<file path="config.mk">
export PLATFORM = sky130hd
export DESIGN_NAME = zero_rle_image_loader_decoder
export DESIGN_NICKNAME = d
export VERILOG_FILES = /design/src/rtl/zrle_pkg.sv /design/src/rtl/zrle_decode.sv /design/src/rtl/zero_rle_image_loader_decoder.sv
export SDC_FILE = /design/constraint.sdc
export NUM_CORES = 1
export LEC_CHECK = 0
export BUFFER_PORTS_ARGS = -buffer_cell sky130_fd_sc_hd__buf_2
export CAP_MARGIN = 15
export CORE_MARGIN = 1.5
export CORE_UTILIZATION = 50
export CTS_BUF_LIST = sky130_fd_sc_hd__clkbuf_8
export DETAILED_ROUTE_END_ITERATION = 6
export PLACE_DENSITY = 0.75
export SYNTH_ARGS = -nofsm -noshare
export SYNTH_HDL_FRONTEND = slang
export SYNTH_HIERARCHICAL = 1
export SYNTH_SLANG_ARGS = --single-unit
</file>
<file path="constraint.sdc">
create_clock -name aclk -period 18.1 [get_ports aclk]
set_clock_uncertainty 0.2 [all_clocks]
set_input_delay 0 -clock aclk [delete_from_list [all_inputs] [get_ports aclk]]
set_output_delay 0 -clock aclk [all_outputs]
set_load 0.01 [all_outputs]
</file>
<file path="src/rtl/zrle_pkg.sv">
// ----------------------------------------------------------------------------
// zrle_pkg
// Shared constants and types of the zero-RLE module image loader: header
// limits, result kinds and the result word layout.
// ----------------------------------------------------------------------------
package zrle_pkg;

    localparam int unsigned RELOC_BYTES_MAX = 1024;
    localparam int unsigned WINDOW_BYTES    = 16384;
    localparam int unsigned PREFIX_BYTES    = 16;

    // Code image header overhead and smallest legal code size
    localparam int unsigned CODE_MIN        = 32;
    localparam int unsigned CODE_MAX        = CODE_MIN + WINDOW_BYTES;
    localparam int unsigned HEADER_BYTES    = 8;

    // Output position never exceeds code size plus relocation size
    localparam int unsigned POS_W    = $clog2(CODE_MAX + RELOC_BYTES_MAX + 1);
    localparam int unsigned OFFSET_W = 15;
    localparam int unsigned LEN_W    = 9;

    localparam logic [7:0] TAG_BYTE0 = 8'h4C;   // 'L'
    localparam logic [7:0] TAG_BYTE1 = 8'h31;   // '1'

    typedef enum logic [2:0] {
        KIND_CODE = 3'd0,
        KIND_MAP  = 3'd1,
        KIND_OK   = 3'd2,
        KIND_FMT  = 3'd3,
        KIND_BIG  = 3'd4
    } kind_t;

    typedef struct packed {
        kind_t               kind;
        logic [OFFSET_W-1:0] offset;
        logic [LEN_W-1:0]    run_length;
        logic [7:0]          fill_value;
        logic                last_of_item;
    } res_t;

    // Up to three result words per input byte, slot 0 first
    typedef struct packed {
        logic [1:0]      count;
        res_t [2:0]      slot;
    } dec_out_t;

endpackage

</file>
<file path="src/rtl/zrle_decode.sv">
// ----------------------------------------------------------------------------
// zrle_decode
// Decoder state and the single-pass decode of one file byte into up to three
// result words. State advances when the top level commits the byte.
// ----------------------------------------------------------------------------
module zrle_decode import zrle_pkg::*; (
    input  logic       aclk,
    input  logic       aresetn,
    input  logic       advance,
    input  logic [7:0] stream_byte,
    input  logic       starts_file,
    output dec_out_t   dec
);

    typedef enum logic [1:0] {
        PH_HEADER,
        PH_DATA,
        PH_COUNT,
        PH_IDLE
    } phase_t;

    phase_t            phase_reg, phase_next, eff_phase;
    logic [15:0]       taken_reg, taken_next, eff_taken;
    logic [POS_W-1:0]  pos_reg, pos_next, eff_pos;
    logic [15:0]       file_len_reg, file_len_next, eff_file;
    logic [15:0]       code_len_reg, code_len_next, eff_code;
    logic [15:0]       reloc_len_reg, reloc_len_next, eff_reloc;
    logic              comp_reg, comp_next, eff_comp;

    logic [16:0]       expected, remain, hdr_expected;
    logic [15:0]       reloc_new, code_room;
    logic [16:0]       pos_w;
    logic [2:0]        hdr_idx;
    logic [LEN_W-1:0]  count_n, clip_n, run_n, first_len;
    logic [7:0]        run_fill;
    logic              is_count, is_literal, do_run, in_code;
    logic [POS_W-1:0]  new_pos;
    logic [15:0]       new_taken;

    res_t              run0, run1, status;
    logic              run0_v, run1_v, status_v;

    // Restart on a file start: work from cleared state
    always_comb begin
        if (starts_file) begin
            eff_phase = PH_HEADER;
            eff_taken = '0;
            eff_pos   = '0;
            eff_file  = '0;
            eff_code  = '0;
            eff_reloc = '0;
            eff_comp  = 1'b0;
        end else begin
            eff_phase = phase_reg;
            eff_taken = taken_reg;
            eff_pos   = pos_reg;
            eff_file  = file_len_reg;
            eff_code  = code_len_reg;
            eff_reloc = reloc_len_reg;
            eff_comp  = comp_reg;
        end
    end

    // Run length and boundary split for the data phase
    always_comb begin
        pos_w      = 17'(eff_pos);
        expected   = {1'b0, eff_code} + {1'b0, eff_reloc};
        remain     = expected - pos_w;
        count_n    = (stream_byte == 8'd0) ? LEN_W'(256) : LEN_W'(stream_byte);
        clip_n     = (remain < 17'(count_n)) ? remain[LEN_W-1:0] : count_n;
        is_count   = (eff_phase == PH_COUNT);
        is_literal = !eff_comp || (eff_pos < POS_W'(PREFIX_BYTES))
                     || (stream_byte != 8'd0);
        do_run     = is_count || is_literal;
        run_n      = is_count ? clip_n : LEN_W'(1);
        run_fill   = is_count ? 8'd0 : stream_byte;
        in_code    = pos_w < {1'b0, eff_code};
        code_room  = eff_code - pos_w[15:0];
        first_len  = (code_room < 16'(run_n)) ? code_room[LEN_W-1:0] : run_n;
        new_pos    = do_run ? (eff_pos + POS_W'(run_n)) : eff_pos;
        new_taken  = eff_taken + 16'd1;
        hdr_idx    = eff_taken[2:0];
        reloc_new  = {stream_byte, eff_reloc[7:0]};
        hdr_expected = {1'b0, eff_code} + {1'b0, reloc_new};
    end

    always_comb begin
        phase_next     = eff_phase;
        taken_next     = eff_taken;
        pos_next       = eff_pos;
        file_len_next  = eff_file;
        code_len_next  = eff_code;
        reloc_len_next = eff_reloc;
        comp_next      = eff_comp;

        run0     = '0;
        run1     = '0;
        status   = '0;
        run0_v   = 1'b0;
        run1_v   = 1'b0;
        status_v = 1'b0;

        case (eff_phase)
            PH_HEADER: begin
                // Header bytes are also the first bytes of the code image
                run0_v            = 1'b1;
                run0.kind         = KIND_CODE;
                run0.offset       = OFFSET_W'(hdr_idx);
                run0.run_length   = LEN_W'(1);
                run0.fill_value   = stream_byte;
                taken_next        = 16'(hdr_idx) + 16'd1;
                pos_next          = POS_W'(hdr_idx) + POS_W'(1);
                if ((hdr_idx == 3'd0 && stream_byte != TAG_BYTE0)
                        || (hdr_idx == 3'd1 && stream_byte != TAG_BYTE1)) begin
                    status_v    = 1'b1;
                    status.kind = KIND_FMT;
                end else begin
                    case (hdr_idx)
                        3'd2: file_len_next  = {eff_file[15:8], stream_byte};
                        3'd3: file_len_next  = {stream_byte, eff_file[7:0]};
                        3'd4: code_len_next  = {eff_code[15:8], stream_byte};
                        3'd5: code_len_next  = {stream_byte, eff_code[7:0]};
                        3'd6: reloc_len_next = {eff_reloc[15:8], stream_byte};
                        3'd7: begin
                            reloc_len_next = reloc_new;
                            if (eff_file < 16'(HEADER_BYTES) || eff_code < 16'(CODE_MIN)) begin
                                status_v    = 1'b1;
                                status.kind = KIND_FMT;
                            end else if (reloc_new > 16'(RELOC_BYTES_MAX)) begin
                                status_v    = 1'b1;
                                status.kind = KIND_BIG;
                            end else if (eff_code > 16'(CODE_MAX)) begin
                                status_v    = 1'b1;
                                status.kind = KIND_FMT;
                            end else begin
                                comp_next  = (hdr_expected != {1'b0, eff_file});
                                phase_next = PH_DATA;
                                if (17'(HEADER_BYTES) >= hdr_expected) begin
                                    status_v    = 1'b1;
                                    status.kind = KIND_OK;
                                end else if (16'(HEADER_BYTES) >= eff_file) begin
                                    status_v    = 1'b1;
                                    status.kind = KIND_FMT;
                                end
                            end
                        end
                        default: ;
                    endcase
                end
            end
            PH_DATA, PH_COUNT: begin
                if (do_run) begin
                    run0_v          = 1'b1;
                    run0.fill_value = run_fill;
                    if (in_code) begin
                        run0.kind       = KIND_CODE;
                        run0.offset     = OFFSET_W'(eff_pos);
                        run0.run_length = first_len;
                        // Spill the tail of the run into the bitmap
                        run1_v          = (run_n > first_len);
                        run1.kind       = KIND_MAP;
                        run1.run_length = run_n - first_len;
                        run1.fill_value = run_fill;
                    end else begin
                        run0.kind       = KIND_MAP;
                        run0.offset     = OFFSET_W'(pos_w[15:0] - eff_code);
                        run0.run_length = run_n;
                    end
                    phase_next = PH_DATA;
                end else begin
                    phase_next = PH_COUNT;
                end
                pos_next   = new_pos;
                taken_next = new_taken;
                if (17'(new_pos) >= expected) begin
                    status_v    = 1'b1;
                    status.kind = KIND_OK;
                end else if (new_taken >= eff_file) begin
                    status_v    = 1'b1;
                    status.kind = KIND_FMT;
                end
            end
            default: ;
        endcase

        if (status_v) begin
            phase_next = PH_IDLE;
        end
        status.last_of_item = 1'b1;
    end

    // Pack the results into slots, run words ahead of the status word
    always_comb begin
        dec = '0;
        if (run0_v) begin
            dec.slot[0] = run0;
            if (run1_v) begin
                dec.slot[1] = run1;
                dec.slot[2] = status;
                dec.count   = status_v ? 2'd3 : 2'd2;
                dec.slot[1].last_of_item = !status_v;
            end else begin
                dec.slot[1] = status;
                dec.count   = status_v ? 2'd2 : 2'd1;
                dec.slot[0].last_of_item = !status_v;
            end
        end else begin
            dec.slot[0] = status;
            dec.count   = status_v ? 2'd1 : 2'd0;
        end
    end

    always_ff @(posedge aclk) begin
        if (!aresetn) begin
            phase_reg     <= PH_HEADER;
            taken_reg     <= '0;
            pos_reg       <= '0;
            file_len_reg  <= '0;
            code_len_reg  <= '0;
            reloc_len_reg <= '0;
            comp_reg      <= 1'b0;
        end else if (advance) begin
            phase_reg     <= phase_next;
            taken_reg     <= taken_next;
            pos_reg       <= pos_next;
            file_len_reg  <= file_len_next;
            code_len_reg  <= code_len_next;
            reloc_len_reg <= reloc_len_next;
            comp_reg      <= comp_next;
        end
    end

endmodule

</file>
<file path="src/rtl/zero_rle_image_loader_decoder.sv">
// ----------------------------------------------------------------------------
// zero_rle_image_loader_decoder
// Zero-RLE module file decoder: turns file bytes into code and bitmap write
// runs, closing each load with a status word.
// ----------------------------------------------------------------------------
// Feed the module file one byte per word on the s_ channel, with
// s_starts_file high on offset 0 (after reset the first byte counts as offset
// 0 anyway). Each byte yields zero to three result words on the m_ channel:
// a code or bitmap run, a bitmap tail when a run crosses the code/bitmap
// boundary, and a final ok or error status; m_last_of_item marks the last
// word of each byte. A byte passes through an input register, is decoded
// combinationally and its words land in a three-deep result register that
// drains one word per cycle while m_ready is high. Bytes that give at most one
// word stream at one per cycle with m_ready high; a byte that gives more words
// holds the input until its last word is taken, set by the single result port.
// ----------------------------------------------------------------------------
module zero_rle_image_loader_decoder import zrle_pkg::*; (
    input  logic                aclk,
    input  logic                aresetn,
    input  logic                s_valid,
    output logic                s_ready,
    input  logic [7:0]          s_stream_byte,
    input  logic                s_starts_file,
    output logic                m_valid,
    input  logic                m_ready,
    output logic [2:0]          m_kind,
    output logic [OFFSET_W-1:0] m_offset,
    output logic [LEN_W-1:0]    m_run_length,
    output logic [7:0]          m_fill_value,
    output logic                m_last_of_item
);

    // Input register
    logic        in_valid_reg, in_valid_next;
    logic [7:0]  in_byte_reg, in_byte_next;
    logic        in_starts_reg, in_starts_next;

    // Result register: slot 0 is the word on show, later slots follow
    logic [1:0]  rem_reg, rem_next;
    res_t [2:0]  slot_reg, slot_next;

    dec_out_t    dec;
    logic        buf_free, fire, s_take, m_take;

    // Room for a new byte's words once the last waiting word goes this cycle
    assign buf_free = (rem_reg == 2'd0) || (rem_reg == 2'd1 && m_ready);
    assign fire     = in_valid_reg && buf_free;
    assign s_ready  = !in_valid_reg || fire;
    assign s_take   = s_valid && s_ready;
    assign m_take   = m_valid && m_ready;

    zrle_decode u_decode (
        .aclk        (aclk),
        .aresetn     (aresetn),
        .advance     (fire),
        .stream_byte (in_byte_reg),
        .starts_file (in_starts_reg),
        .dec         (dec)
    );

    always_comb begin
        in_valid_next  = in_valid_reg;
        in_byte_next   = in_byte_reg;
        in_starts_next = in_starts_reg;
        if (s_take) begin
            in_valid_next  = 1'b1;
            in_byte_next   = s_stream_byte;
            in_starts_next = s_starts_file;
        end else if (fire) begin
            in_valid_next  = 1'b0;
        end
    end

    always_comb begin
        rem_next  = rem_reg;
        slot_next = slot_reg;
        if (fire) begin
            // Load the decoded words; a byte with no words leaves it empty
            rem_next  = dec.count;
            slot_next = dec.slot;
        end else if (m_take) begin
            // Advance the queue by one word
            rem_next    = rem_reg - 2'd1;
            slot_next[0] = slot_reg[1];
            slot_next[1] = slot_reg[2];
        end
    end

    always_ff @(posedge aclk) begin
        if (!aresetn) begin
            in_valid_reg <= 1'b0;
            rem_reg      <= '0;
        end else begin
            in_valid_reg <= in_valid_next;
            rem_reg      <= rem_next;
        end
    end

    // Payload holds without reset
    always_ff @(posedge aclk) begin
        in_byte_reg   <= in_byte_next;
        in_starts_reg <= in_starts_next;
        slot_reg      <= slot_next;
    end

    assign m_valid        = (rem_reg != 2'd0);
    assign m_kind         = slot_reg[0].kind;
    assign m_offset       = slot_reg[0].offset;
    assign m_run_length   = slot_reg[0].run_length;
    assign m_fill_value   = slot_reg[0].fill_value;
    assign m_last_of_item = slot_reg[0].last_of_item;

endmodule

</file>
After elaboration in Yosys (flattened, before gate mapping)
Cells that the tools add are included.

operators by class
  add/sub/neg operators = 11
  multiply operators = 0
  div/mod/pow operators = 0
  order comparisons = 13
  equality and inequality tests = 13
  shift-type cells = 0
  mux-type cells = 88
  bitwise operators = 0
  reductions and logical operators = 26

operators with widths
  kind                   count
  $mux 16                10
  $mux 72                2
  $pmux 16 s2            4
  $mux 36                3
  $pmux 35 s2            1
  $mux 17                3
  $mux 9                 4
  $mux 35                1
  $add 16x16->17         2
  $mux 15                2
  $mux 2                 15
  $pmux 15 s2            1
  $mux 1                 27
  $mux 3                 9
  $mux 25                1
  $ge 15x17->1           1
  $ge 4x17->1 const A    1
  $lt 17x9->1            1
  $ne 17x16->1           1
  $sub 17x15->17         1
  $add 16x1->16 const B  1
  $ge 16x16->1           1
  $ge 4x16->1 const A    1
  $gt 16x11->1 const B   1
  other kinds (34)       57

storage, ports and cells
  flip-flop bits (word level) = 202
  bits in latches = 0
  memory bits (writable) = 0
  ROM bits = 0
  input port bits = 13
  output and inout bits = 38
  word-level logic and storage cells = 177
  memories kept = 0

Depth between registers and ports, before layout
  depth after elaboration = 15
  mapped depth = 60
  mapped depth without buffers = 53

Hierarchy
Netlist, hierarchy kept.

modules (own cells, without submodules)
  module                         times used  cells an instance  area an instance (sq um)
  zrle_decode                    1           1606               11408.4
  zero_rle_image_loader_decoder  1           257                5114.9

Worst setup path before layout
No wires, ideal clock.

  path type = flip-flop to flip-flop
  start point = reg in_starts_reg
  end point = reg rem_reg[0]
  library setup time = 0.184 ns
  data arrival time = 11.232 ns
  path slack = 6.484 ns
  stages on the path, launching flop included = 60
  path buffers = 11
  clock period less this slack = 11.616 ns
  path through = edfxtp_1 buf_2 clkbuf_1 buf_1 clkbuf_1 clkbuf_1 buf_1 clkbuf_1 nor2b_1 ha_1 fa_1 a21o_1 maj3_1 xnor2_1 nor2_1 ha_1 a21oi_1 nor2b_1 [... 24 more ...] a41o_1 buf_6 buf_2 o21a_1 ha_1 nor2b_1 o21ai_0 nand2b_1 a21o_1 a21o_1 o21ai_0 nand3_1 o211a_1 inv_1 ha_1 o21ai_0 o311ai_0 o221ai_1

RTL lines
  item                    RTL line                              text
  from (decl)             zero_rle_image_loader_decoder.sv:36   logic in_starts_reg, in_starts_next;
  from (signal assigned)  zero_rle_image_loader_decoder.sv:102  in_starts_reg <= in_starts_next;
  to (signal assigned)    zero_rle_image_loader_decoder.sv:95   rem_reg <= rem_next;
  to (decl)               zero_rle_image_loader_decoder.sv:39   logic [1:0] rem_reg, rem_next;

==> flow_summary_export.csv <==
group,metric,value,unit
run_status,status,"finished, final reports clean",
timing,setup_tns,0,ns
cts,cts_made_buffers,36,
timing,finalMaxSlewViolations,0,
floorplanning,start_util,50.8,%
synthesis,yosysTopAreaCell,"edfxtp_1",
final_layout,largest_register_ffs,72,
power_and_ir_drop,irDropWorstVdd,0.000136,V
final_layout,fin_util,53.6,%
power_and_ir_drop,p_int,1.13,mW
place,place_inst,2247,
cts,clk_path_buf_depth,3,
power_and_ir_drop,seq_power_share,34.3,%
timing,rsz0062_at_grt,"no",
synthesis,synth_cell_types,97,
critical_path,r2r_cells,53,
drt,route.detailed.drc,0,
worst_hold_path,min_path_cells,4,
drt,drt_iter0_markers,1502,
timing,worstMarginPinSlew,1.06,ns
cts,cts_tree,"yes",
timing,slew_headroom,29.1,%
power_and_ir_drop,finalPower,1.84,mW
synthesis,yosys-top-cells-count,"200 x nor2_1, 137 x ha_1, 137 x nand2_1, 124 x a21oi_1, 117 x edfxtp_1",
synthesis,synthCells,1863,
drt,drt_wl_total,45.9,mm
timing,min_period_over_period,71.7,%
final_layout,stdcell_count,2336,
critical_path,slowest_delay,0.50,ns
synthesis,synth-async-reset-ratio,0,%
global_routing,overflow,0,
synthesis,synth_area_leaders,"edfxtp_1 21%, ha_1 10%, dfxtp_1 10%, nor2_1 4.5%, mux2_4 4.3%",
synthesis,synth-edff-count,117,
final_layout,antenna_cells,0,
floorplanning,die_w,185,um
critical_path,rr_startpoint,"in_starts_reg$_DFFE_PP_",
cts,clkSinkCount,202,
cts,cts-resized-gates,0,
synthesis,yosys_warnings,6,
critical_path,required,18.28,ns
run,maxCapViolCount,0,
drt,firstDrtPassIters,7,
power_and_ir_drop,clkPwrFrac,21.6,%
timing,final.setup.worst_slack,5.13,ns
synthesis,yosysMostFrequentCell,"nor2_1",
critical_path,crit_slowest_cell,"a2111oi_4",
cts,clk_pin_slew,0.06,ns
cts,clk_latency,0.54,ns
global_routing,grt_pass1_vias,12986,
global_routing,grt_max_degree,77,
place,dp_hpwl,33.7,mm
synthesis,ys_seq_elements,202,
final_layout,seqCellArea,0.00522,mm2
final_layout,syn2layout_area_growth,5.56,%
critical_path,crit_path_frequent_cell,"ha_1",
power_and_ir_drop,comb_power_share,44.1,%
final_layout,multiInputGateArea,0.0100,mm2
worst_hold_path,min_path_type,"input pin to flop",
floorplanning,die_area,0.0341,mm2
drt,routedWlPerCell,19.6,um
critical_path,critPathLaunchType,"flop",
floorplanning,io_pins,51,
floorplanning,core_area,0.0325,mm2
power_and_ir_drop,p_per_area,105,mW/mm2
synthesis,synth_flop_cell,"edfxtp_1",
critical_path,critical_path_class,"flop to flop",
floorplanning,die_h,185,um
worst_hold_path,hp-start,"aresetn",
timing,hold_viol_final,0,
final_layout,fin_nets,2023,
place,gp_congestion,1.01,
critical_path,timing.rr.end,"rem_reg[0]$_SDFFE_PN0P_",
global_routing,antenna_found_initial,1,
synthesis,seq_area_frac_synth,31.6,%
drt,via_count,13866,
place,pre_cts_ws,5.06,ns
synthesis,syn_area_per_cell,8.87,um2
drt,ant_nets,0,
power_and_ir_drop,swShare,38.6,%
synthesis,syn_area,0.0165,mm2
synthesis,synth_top_area_share,21.3,%
cts,htree_levels,2,
power_and_ir_drop,p_switching,0.709,mW
timing,fin_crit,12.97,ns
critical_path,path_max_fanout,36,
timing,fmax,0.0771,GHz
final_layout,fillCellCount,3048,
critical_path,rrSetupSlack,5.13,ns
floorplanning,core.rowCount,66,
timing,setup_viol,0,
power_and_ir_drop,leakage,7.39,nW
global_routing,grt_usage,26.4,%
cts,root_buffer,"clkbuf_8",
critical_path,critical_path_arrival,13.15,ns
final_layout,layout-drive-gt1-share,11.7,%
place,port_buffers,50,
worst_hold_path,min_to,"u_decode/phase_reg[0]$_SDFFE_PN0P_",
drt,via_per_inst,5.94,
critical_path,endpoint_kind,"flop",
global_routing,grt_pass1_wl,70.2,mm
critical path, delay by kind of cell, from the launching register on:
kind / cells / cell delay (ns)
adder cells (fa/ha/maj): 8 / 2.32
AO/OA/AOI/OAI: 25 / 5.28
buffers and inverters: 7 / 1.52
AND/OR/NAND/NOR: 11 / 2.66
XOR/XNOR: 2 / 0.49
flip-flops: 1 / 0.33
per-stage QoR:
step	hold WS (ns)	area, um2
final	0.262	17400
after CTS	0.204	17400
after detailed placement	-0.0211	16500
after floorplan	-0.101	16700
after global placement	-0.0208	16500
after global routing	0.244	17400
layout by cell type, fill, tap and decap left out, types with 10 or more instances in the layout:
master	synthesis	layout
xor2_1	23	23
conb_1	1	48
mux2_4	47	48
nand3_1	31	31
nor2_1	200	200
nand2b_1	20	20
dfxtp_1	85	85
dlygate4sd3_1	0	23
o21a_1	13	13
nand4_1	11	11
o211ai_1	12	12
mux2_2	28	27
nor4_1	17	17
nor2b_1	45	45
a31oi_1	20	20
inv_1	104	117
a21oi_1	124	123
a211oi_1	17	17
nor3_1	49	49
ha_1	137	137
a21o_1	36	36
edfxtp_1	117	117
o31ai_1	10	10
a22oi_1	73	73
and3_1	14	14
o21bai_1	11	11
clkbuf_8	0	39
buf_2	10	51
mux2i_1	18	18
xnor2_1	70	70
o21ai_0	71	71
nand2_1	137	137
o21ai_1	17	17
buf_4	86	16
timing repair:
action / CTS / global route
buffers inserted: 0 / 0
hold buffers: 23 / 0
endpoints found under the hold margin: 20 / 0
kinds of logic after synthesis:
logic type / share of synthesized area, %
DFF: 31.6
AOI/OAI and AO/OA: 19.0
and+or+nand+nor: 16.6
xor gates and xnor gates: 5.13
muxes: 7.41
other: 0.0227
adders and majority gates: 11.3
buffers and inverters: 9.00
how the worst max path moves through the flow:
stage,from,endpoint,slack (ns),cells past startpoint
2_1_floorplan,in_starts_reg$_DFFE_PP_,rem_reg[0]$_SDFFE_PN0P_,6.48,59
3_3_place_gp,in_starts_reg$_DFFE_PP_,rem_reg[0]$_SDFFE_PN0P_,4.80,50
3_5_place_dp,in_starts_reg$_DFFE_PP_,rem_reg[0]$_SDFFE_PN0P_,5.06,51
4_1_cts,in_starts_reg$_DFFE_PP_,rem_reg[0]$_SDFFE_PN0P_,4.98,51
5_1_grt,in_starts_reg$_DFFE_PP_,rem_reg[0]$_SDFFE_PN0P_,4.01,53
6_report,in_starts_reg$_DFFE_PP_,rem_reg[0]$_SDFFE_PN0P_,5.13,53
metal layers:
metal  GRT usage (%)  wire (um)  up-vias
li1                -          -     6600
met1            34.7      19500     6514
met5               0          0        -
met4            12.7       2110        0
met3            4.56       3610      142
met2            42.2      20700      610
area by class of cell:
cell class / instances / share of cell area [%]
multi-input cells: 1429 / 57.4
flip-flops and latches: 202 / 29.9
repair buffers: 91 / 3.50
well taps: 442 / 3.17
clock buffers: 39 / 3.08
inverters: 107 / 2.30
clock inverters: 26 / 0.689
power groups by stage:
stage | registers [mW] | clock network (mW) | logic, mW
2_1_floorplan | 0.627 | 0 | 0.657
3_5_place_dp | 0.637 | 0 | 0.787
4_1_cts | 0.629 | 0.408 | 0.797
5_1_grt | 0.636 | 0.426 | 0.886
3_3_place_gp | 0.635 | 0 | 0.777
6_report | 0.629 | 0.397 | 0.811
No activity file was read; power rests on OpenSTA's default activity.
